`config.mk`:
```
export PLATFORM = sky130hd
export DESIGN_NAME = range_fault_debounce_monitor_unit
export DESIGN_NICKNAME = d
export VERILOG_FILES = /design/src/rtl/core/rfdm_pkg.sv /design/src/rtl/core/rfdm_eval.sv /design/src/rtl/core/range_fault_debounce_monitor_unit.sv
export VERILOG_INCLUDE_DIRS = /design/src /design/src/rtl/core
export SDC_FILE = /design/constraint.sdc
export NUM_CORES = 1
export LEC_CHECK = 0
export ABC_AREA = 0
export BUFFER_PORTS_ARGS = -buffer_cell sky130_fd_sc_hd__buf_2
export CAP_MARGIN = 5
export CORE_MARGIN = 1
export CORE_UTILIZATION = 43
export CTS_CLUSTER_DIAMETER = 30
export DETAILED_ROUTE_END_ITERATION = 10
export PLACE_DENSITY = 0.61
export SLEW_MARGIN = 20
export SYNTH_ARGS = -nofsm -noshare
export SYNTH_HDL_FRONTEND = slang
export SYNTH_SLANG_ARGS = --single-unit
```
`constraint.sdc`:
```
create_clock -name clk -period 4.65 [get_ports clk]
set_input_delay 0.6975 -clock clk [delete_from_list [all_inputs] [get_ports clk]]
set_output_delay 0.6975 -clock clk [all_outputs]
set_load 0.05 [all_outputs]
```
`src/rtl/core/range_fault_debounce_monitor_unit_assert.svh`:
```
// Assertion macros used by the range fault debounce monitor RTL
`ifndef RANGE_FAULT_DEBOUNCE_MONITOR_UNIT_ASSERT_SVH
`define RANGE_FAULT_DEBOUNCE_MONITOR_UNIT_ASSERT_SVH

// Same-cycle implication, disabled while reset is asserted
`define RFDM_ASSERT_NOW(lbl, clk, rst_n, ante, cons) \
	lbl: assert property (@(posedge clk) disable iff (!(rst_n)) (ante) |-> (cons)) \
		else $error("rfdm: same-cycle check failed");

// Next-cycle implication, disabled while reset is asserted
`define RFDM_ASSERT_NEXT(lbl, clk, rst_n, ante, cons) \
	lbl: assert property (@(posedge clk) disable iff (!(rst_n)) (ante) |=> (cons)) \
		else $error("rfdm: next-cycle check failed");

`endif

```
`src/rtl/core/rfdm_pkg.sv`:
```
// Types and constants of the range fault debounce monitor
`timescale 1ns / 1ps

package rfdm_pkg;

	localparam int SAMPLE_W = 16;
	localparam int LEVEL_W  = 16;
	localparam int CNT_W    = 8;
	localparam int CFG_IDX_W = 3;
	localparam int CFG_DATA_W = 16;
	localparam int OUT_DATA_W = 8;

	typedef enum logic [1:0] {
		MODE_ABOVE  = 2'd0,
		MODE_BELOW  = 2'd1,
		MODE_WINDOW = 2'd2,
		MODE_OFF    = 2'd3
	} range_mode_t;

	typedef enum logic [1:0] {
		ST_NONE      = 2'd0,
		ST_PENDING   = 2'd1,
		ST_CONFIRMED = 2'd2
	} fault_state_t;

	typedef enum logic [CFG_IDX_W-1:0] {
		REG_RANGE_MODE     = 3'd0,
		REG_HIGH_THRESHOLD = 3'd1,
		REG_HIGH_RELEASE   = 3'd2,
		REG_LOW_THRESHOLD  = 3'd3,
		REG_LOW_RELEASE    = 3'd4,
		REG_CONFIRM_COUNT  = 3'd5,
		REG_CLEAR_COUNT    = 3'd6
	} cfg_reg_t;

	localparam logic [LEVEL_W-1:0] HIGH_THRESHOLD_RST = 16'd32000;
	localparam logic [LEVEL_W-1:0] HIGH_RELEASE_RST   = 16'd31000;
	localparam logic [LEVEL_W-1:0] LOW_THRESHOLD_RST  = 16'd2000;
	localparam logic [LEVEL_W-1:0] LOW_RELEASE_RST    = 16'd2100;
	localparam logic [CNT_W-1:0]   CONFIRM_COUNT_RST  = 8'd3;
	localparam logic [CNT_W-1:0]   CLEAR_COUNT_RST    = 8'd5;

	typedef struct packed {
		range_mode_t        mode;
		logic [LEVEL_W-1:0] high_threshold;
		logic [LEVEL_W-1:0] high_release;
		logic [LEVEL_W-1:0] low_threshold;
		logic [LEVEL_W-1:0] low_release;
		logic [CNT_W-1:0]   confirm_count;
		logic [CNT_W-1:0]   clear_count;
	} cfg_t;

	typedef struct packed {
		fault_state_t fault_state;
		logic         raw_fault;
	} result_t;

endpackage

```
`src/rtl/core/rfdm_eval.sv`:
```
// Hysteresis flag and debounce state machine for one sample per cycle while step is high
`timescale 1ns / 1ps
`include "range_fault_debounce_monitor_unit_assert.svh"

module rfdm_eval #(
	parameter int SAMPLE_BITS = 16,
	parameter int COUNT_BITS  = 8
) (
	input  logic                          clk,
	input  logic                          arst_n,
	input  rfdm_pkg::cfg_t                cfg,
	input  logic                          step,
	input  logic [rfdm_pkg::SAMPLE_W-1:0] sample,
	output rfdm_pkg::result_t             res
);

	localparam int UsedW = (SAMPLE_BITS < rfdm_pkg::SAMPLE_W) ? SAMPLE_BITS : rfdm_pkg::SAMPLE_W;
	localparam logic [rfdm_pkg::SAMPLE_W-1:0] SampleMask =
		rfdm_pkg::SAMPLE_W'((33'd1 << UsedW) - 33'd1);
	localparam int CmpW = (COUNT_BITS > rfdm_pkg::CNT_W) ? COUNT_BITS : rfdm_pkg::CNT_W;
	localparam logic [COUNT_BITS-1:0] TallyMax = '1;

	rfdm_pkg::fault_state_t state_q, state_d;
	logic                   flag_q, flag_d;
	logic [COUNT_BITS-1:0]  detect_q, detect_d;
	logic [COUNT_BITS-1:0]  clean_q, clean_d;

	logic [rfdm_pkg::SAMPLE_W-1:0] s;
	logic                          over_hi, under_lo, below_hrel, above_lrel;
	logic [COUNT_BITS-1:0]         detect_inc, clean_inc;
	logic                          confirm_hit, clear_hit;
	logic                          detecting;

	assign s          = sample & SampleMask;
	assign over_hi    = s > cfg.high_threshold;
	assign under_lo   = s < cfg.low_threshold;
	assign below_hrel = s < cfg.high_release;
	assign above_lrel = s > cfg.low_release;

	// raise wins over release
	always_comb begin
		case (cfg.mode)
			rfdm_pkg::MODE_ABOVE:  flag_d = over_hi | (~below_hrel & flag_q);
			rfdm_pkg::MODE_BELOW:  flag_d = under_lo | (~above_lrel & flag_q);
			rfdm_pkg::MODE_WINDOW: flag_d = over_hi | under_lo |
				(~(above_lrel & below_hrel) & flag_q);
			default:               flag_d = 1'b0;
		endcase
	end

	// saturating tallies
	assign detect_inc  = (detect_q == TallyMax) ? detect_q : detect_q + 1'b1;
	assign clean_inc   = (clean_q == TallyMax) ? clean_q : clean_q + 1'b1;
	assign confirm_hit = CmpW'(detect_inc) >= CmpW'(cfg.confirm_count);
	assign clear_hit   = CmpW'(clean_inc) >= CmpW'(cfg.clear_count);
	assign detecting   = flag_d && (state_q == rfdm_pkg::ST_NONE || state_q == rfdm_pkg::ST_PENDING);

	// next state
	always_comb begin
		case (state_q)
			rfdm_pkg::ST_PENDING: begin
				if (flag_d) begin
					state_d = confirm_hit ? rfdm_pkg::ST_CONFIRMED : rfdm_pkg::ST_PENDING;
				end else begin
					state_d = rfdm_pkg::ST_NONE;
				end
			end
			rfdm_pkg::ST_CONFIRMED: begin
				if (!flag_d && clear_hit) begin
					state_d = rfdm_pkg::ST_NONE;
				end else begin
					state_d = rfdm_pkg::ST_CONFIRMED;
				end
			end
			default: begin
				if (flag_d) begin
					state_d = confirm_hit ? rfdm_pkg::ST_CONFIRMED : rfdm_pkg::ST_PENDING;
				end else begin
					state_d = rfdm_pkg::ST_NONE;
				end
			end
		endcase
	end

	// tally updates
	always_comb begin
		detect_d = '0;
		clean_d  = '0;
		if (detecting) begin
			detect_d = detect_inc;
		end else if (!flag_d && state_q == rfdm_pkg::ST_CONFIRMED) begin
			clean_d = clean_inc;
		end
	end

	always_ff @(posedge clk or negedge arst_n) begin
		if (!arst_n) begin
			state_q  <= rfdm_pkg::ST_NONE;
			flag_q   <= 1'b0;
			detect_q <= '0;
			clean_q  <= '0;
		end else if (step) begin
			state_q  <= state_d;
			flag_q   <= flag_d;
			detect_q <= detect_d;
			clean_q  <= clean_d;
		end
	end

	assign res.fault_state = state_d;
	assign res.raw_fault   = flag_d;

	`RFDM_ASSERT_NOW(a_tally_exclusive, clk, arst_n, 1'b1, (detect_q == '0 || clean_q == '0))
	`RFDM_ASSERT_NEXT(a_off_clears_flag, clk, arst_n,
		(step && cfg.mode == rfdm_pkg::MODE_OFF), (!flag_q))
	`RFDM_ASSERT_NEXT(a_clean_not_confirmed, clk, arst_n,
		(step && !flag_d && state_q != rfdm_pkg::ST_CONFIRMED),
		(state_q == rfdm_pkg::ST_NONE))

endmodule

```
`src/rtl/core/range_fault_debounce_monitor_unit.sv`:
```
// Range fault debounce monitor: one sample compared, debounced and reported per transaction.
// Accepts one sample per clock while s_axis_tready is high and returns one result per sample,
// in order, through the input register and then the result register. The flag and the debounce
// state machine update once per sample in the stage between those registers, so back-to-back
// samples are handled at full rate; the two registers give two entries of buffering, and
// s_axis_tready follows m_axis_tready when both are full. No clearing pass after reset.
// Configuration is written through cfg_we/cfg_index/cfg_wdata, by the user only while no
// sample is in flight (not enforced by the block); an index beyond the register list is ignored.
`timescale 1ns / 1ps

module range_fault_debounce_monitor_unit #(
	parameter int SAMPLE_BITS = 16,
	parameter int COUNT_BITS  = 8
) (
	input  logic                                clk,
	input  logic                                arst_n,
	input  logic                                cfg_we,
	input  logic [rfdm_pkg::CFG_IDX_W-1:0]      cfg_index,
	input  logic [rfdm_pkg::CFG_DATA_W-1:0]     cfg_wdata,
	input  logic                                s_axis_tvalid,
	output logic                                s_axis_tready,
	input  logic [rfdm_pkg::SAMPLE_W-1:0]       s_axis_tdata,  // [15:0] sample
	output logic                                m_axis_tvalid,
	input  logic                                m_axis_tready,
	output logic [rfdm_pkg::OUT_DATA_W-1:0]     m_axis_tdata   // [1:0] fault_state, [2] raw_fault
);

	rfdm_pkg::cfg_t                cfg_q;
	logic                          valid_s1;
	logic [rfdm_pkg::SAMPLE_W-1:0] sample_s1;
	logic                          out_valid_q;
	rfdm_pkg::result_t             out_q;
	rfdm_pkg::result_t             res;
	logic                          advance;

	assign advance       = valid_s1 && (!out_valid_q || m_axis_tready);
	assign s_axis_tready = !valid_s1 || advance;

	always_ff @(posedge clk or negedge arst_n) begin
		if (!arst_n) begin
			cfg_q.mode           <= rfdm_pkg::MODE_ABOVE;
			cfg_q.high_threshold <= rfdm_pkg::HIGH_THRESHOLD_RST;
			cfg_q.high_release   <= rfdm_pkg::HIGH_RELEASE_RST;
			cfg_q.low_threshold  <= rfdm_pkg::LOW_THRESHOLD_RST;
			cfg_q.low_release    <= rfdm_pkg::LOW_RELEASE_RST;
			cfg_q.confirm_count  <= rfdm_pkg::CONFIRM_COUNT_RST;
			cfg_q.clear_count    <= rfdm_pkg::CLEAR_COUNT_RST;
		end else if (cfg_we) begin
			case (cfg_index)
				rfdm_pkg::REG_RANGE_MODE:     cfg_q.mode <= rfdm_pkg::range_mode_t'(cfg_wdata[1:0]);
				rfdm_pkg::REG_HIGH_THRESHOLD: cfg_q.high_threshold <= cfg_wdata;
				rfdm_pkg::REG_HIGH_RELEASE:   cfg_q.high_release <= cfg_wdata;
				rfdm_pkg::REG_LOW_THRESHOLD:  cfg_q.low_threshold <= cfg_wdata;
				rfdm_pkg::REG_LOW_RELEASE:    cfg_q.low_release <= cfg_wdata;
				rfdm_pkg::REG_CONFIRM_COUNT:  cfg_q.confirm_count <= cfg_wdata[rfdm_pkg::CNT_W-1:0];
				rfdm_pkg::REG_CLEAR_COUNT:    cfg_q.clear_count <= cfg_wdata[rfdm_pkg::CNT_W-1:0];
				default: begin
				end
			endcase
		end
	end

	// input stage
	always_ff @(posedge clk or negedge arst_n) begin
		if (!arst_n) begin
			valid_s1 <= 1'b0;
		end else if (s_axis_tready) begin
			valid_s1 <= s_axis_tvalid;
		end
	end

	always_ff @(posedge clk) begin
		if (s_axis_tvalid && s_axis_tready) begin
			sample_s1 <= s_axis_tdata;
		end
	end

	rfdm_eval #(
		.SAMPLE_BITS (SAMPLE_BITS),
		.COUNT_BITS  (COUNT_BITS)
	) u_eval (
		.clk    (clk),
		.arst_n (arst_n),
		.cfg    (cfg_q),
		.step   (advance),
		.sample (sample_s1),
		.res    (res)
	);

	// result register
	always_ff @(posedge clk or negedge arst_n) begin
		if (!arst_n) begin
			out_valid_q <= 1'b0;
		end else if (advance) begin
			out_valid_q <= 1'b1;
		end else if (m_axis_tready) begin
			out_valid_q <= 1'b0;
		end
	end

	always_ff @(posedge clk) begin
		if (advance) begin
			out_q <= res;
		end
	end

	assign m_axis_tvalid = out_valid_q;
	assign m_axis_tdata  = {5'd0, out_q.raw_fault, out_q.fault_state};

endmodule

```
==> results.toml <==
[worst_setup_path]
slowest_stage = "or4b_2"
crit_family = "simple AND/OR/NAND/NOR gates"
rr_worst_depth = 12
end_kind = "flip-flop"
path_class = "reg -> reg"
arrival_ns = 3.78
worstSetupStartpoint = "u_eval.clean_q[0]$_DFFE_PN0P_"
path_cells = "ha_1 > and3_1 > nand3_1 > mux2_2 > ha_1 > a21oi_1 > nor2b_1 > o21ai_0 > a211oi_1 > or4b_2 > a21oi_1 > mux2_2"
path_depth = 12
reg2reg_slack_ns = 1.22
worstReg2RegStart = "u_eval.clean_q[0]$_DFFE_PN0P_"
required_ns = 5.00
cp-start-kind = "flip-flop"
cpPeakStageDelay_ns = 0.64
path_buf_inv = 0
path_max_fanout = 8

[routing]
drc = 0
drtIter0Drc = 256
first_pass_iters = 5
vias_per_cell = 5.12
ant_nets = 0
wire_per_inst_um = 16.0
drt_wl_total_um = 14600
vias = 4682

[global_routing]
grt_pass1_wl_um = 24300
track_usage_pct = 19.7
antenna_found_initial = 0
grt_overflow = 0
first_global_vias = 4860
grt_max_degree = 70

[cells_and_area]
diodes = 0
nets = 810
fillers = 1354
fin_cells = 914
drive_gt1_share_pct = 22.8
multiInputGateArea_um2 = 3210
design_area_um2 = 7720
seqCellArea_um2 = 3180
syn2layout_area_growth_pct = 14.5

[synthesis]
async_reset_ff_share_pct = 84.4
yosysTopAreaCellShare_pct = 28.2
syn_area_um2 = 6750
yosysMostFrequentCell = "ha_1"
seq_area_frac_synth_pct = 47.1
synth-main-ff-cell = "dfrtp_1"
yosys_warnings = 0
synth_common_cells = "ha_1 (80), inv_1 (78), dfrtp_1 (76)"
synthTopCellsByArea = "dfrtp_1 (28%), ha_1 (15%), dfstp_2 (11%)"
synth-edff-count = 19
synth_cells = 638
ys_types = 49
syn_area_per_cell_um2 = 10.6
yosys_register_bits = 122
synth_top_cell_by_area = "dfrtp_1"

[sta]
fin_crit_sh_pct = 73.8
slew_headroom_pct = 36.9
worstMarginPinSlew_ns = 0.947
final_max_slew_viol_count = 0
max_freq_mhz = 291
setup_viol = 0
finalClockSkew_ns = 0.0120
final_hold_viol_count = 0
rsz0062_at_grt = "false"
post-route-min-period_ns = 3.43
fin_tns_setup_ns = 0
setup_slack_ns = 1.22

[cts]
path_clk_slew_ns = 0.05
htreeDepth = 4
post-cts-setup-buffers = 0
numCtsBuffers = 17
insertion_delay_ns = 0.42
root_buffer = "clkbuf_16"
postCtsResizedCells = 0
cts.sinks = 122
ctsHoldBuffers = 0
cts_tree = "built"
clockBufferDepth = 2

[placement]
port_buffers = 44
routabilityCongestion = 0.800
dp.cells = 882
placed_area_um2 = 7210
dp_hpwl_um = 10700
place_ws_ns = 1.30

[die]
start_util_pct = 44.2
die_h_um = 127
fp-row-count = 45
die-area_um2 = 16200
die_w_um = 127
ioPinCount = 50
core_um2 = 15300

[job]
maxCapViolations = 0

[pwr]
vdd_drop_max_uv = 284
leakage_nw = 3.56
p_per_area_nw_per_um2 = 437

[run_status]
status = "completed"

[worst_hold_path]
hp-class = "in -> async"
-- worst register-to-register path, stage by stage (launching register included) --
cell,delay [ns]
dfrtp_1,0.44
ha_1,0.25
and3_1,0.24
nand3_1,0.30
mux2_2,0.41
ha_1,0.29
a21oi_1,0.13
nor2b_1,0.05
o21ai_0,0.16
a211oi_1,0.09
or4b_2,0.64
a21oi_1,0.21
mux2_2,0.17
-- per-stage QoR --
stage                     hold WS, ns  power (W)  utilization [%]
after floorplan                 0.402    0.00200                -
after global placement          0.488    0.00220             47.2
final                           0.396    0.00338             50.6
after global routing            0.427    0.00359             50.6
after CTS                       0.436    0.00341             50.6
after detailed placement        0.493    0.00224             47.2
-- path summary, 6_finish.rpt --
path,to
min,u_eval.detect_q[2]$_DFFE_PN0P_
max in group asynchronous,cfg_q[76]$_DFFE_PN1P_
min in group clk,sample_s1[2]$_DFFE_PP_
max,u_eval.state_q[1]$_DFFE_PN0P_
max reg2reg,u_eval.state_q[1]$_DFFE_PN0P_
min reg2reg,cfg_q[44]$_DFFE_PN0P_
-- metal layers --
| layer | wire (µm) | global-route usage, % | vias to the layer above |
|---|---|---|---|
| li1 | - | - | 2326 |
| met1 | 6630 | 24.4 | 2260 |
| met2 | 7290 | 33.5 | 78 |
| met3 | 471 | 4.82 | 18 |
| met4 | 225 | 6.93 | 0 |
| met5 | 0 | 0 | - |
-- where the power goes --
part / switching (W) / internal, W
clock: 0.000461 / 0.000701
combinational: 0.000462 / 0.000340
sequential: 0.0000943 / 0.00132
-- layout by cell type (no fill, tap or decap), types with 6 or more instances in the layout --
| cell type | instances |
|---|---|
| ha_1 | 80 |
| nand4_1 | 9 |
| dfrtp_1 | 76 |
| nor2b_1 | 8 |
| inv_1 | 78 |
| a211oi_1 | 7 |
| o21ai_0 | 57 |
| mux2_2 | 41 |
| a21o_1 | 7 |
| nand2b_1 | 9 |
| nand2_1 | 63 |
| clkbuf_16 | 17 |
| nand3_1 | 17 |
| a22o_1 | 14 |
| edfxtp_1 | 19 |
| a21oi_1 | 33 |
| clkinv_2 | 7 |
| and3_1 | 7 |
| nor2_1 | 11 |
| buf_4 | 6 |
| nor3_1 | 7 |
| buf_2 | 43 |
| dfstp_2 | 27 |
-- logic make-up (layout without fill, tap and decap cells) --
kind of cell	Yosys count	count (layout)	synth area share, %
muxes	44	44	7.29
xor gates and xnor gates	5	5	0.649
AOI/OAI and AO/OA	134	134	12.0
adders and majority gates	80	80	14.8
DFF	122	122	47.1
and+or+nand+nor	153	153	12.2
other	1	5	0.0556
buffers and inverters	99	160	5.80
-- registers in the layout (all words and copies together) (netlist names) --
name             count
m_axis_tvalid        1
cfg_q               82
u_eval.state_q       2
valid_s1             1
sample_s1           16
u_eval.detect_q      8
u_eval.flag_q        1
u_eval.clean_q       8
m_axis_tdata         3
-- layout make-up --
cell class / count / share of cell area, %
Clock buffer: 23 / 6.06
Multi-Input combinational cell: 421 / 41.5
Clock inverter: 9 / 0.632
Tap cell: 211 / 3.42
Inverter: 79 / 3.84
Timing Repair Buffer: 49 / 3.37
Sequential cell: 122 / 41.2
Power figures use the tool's default switching activity.
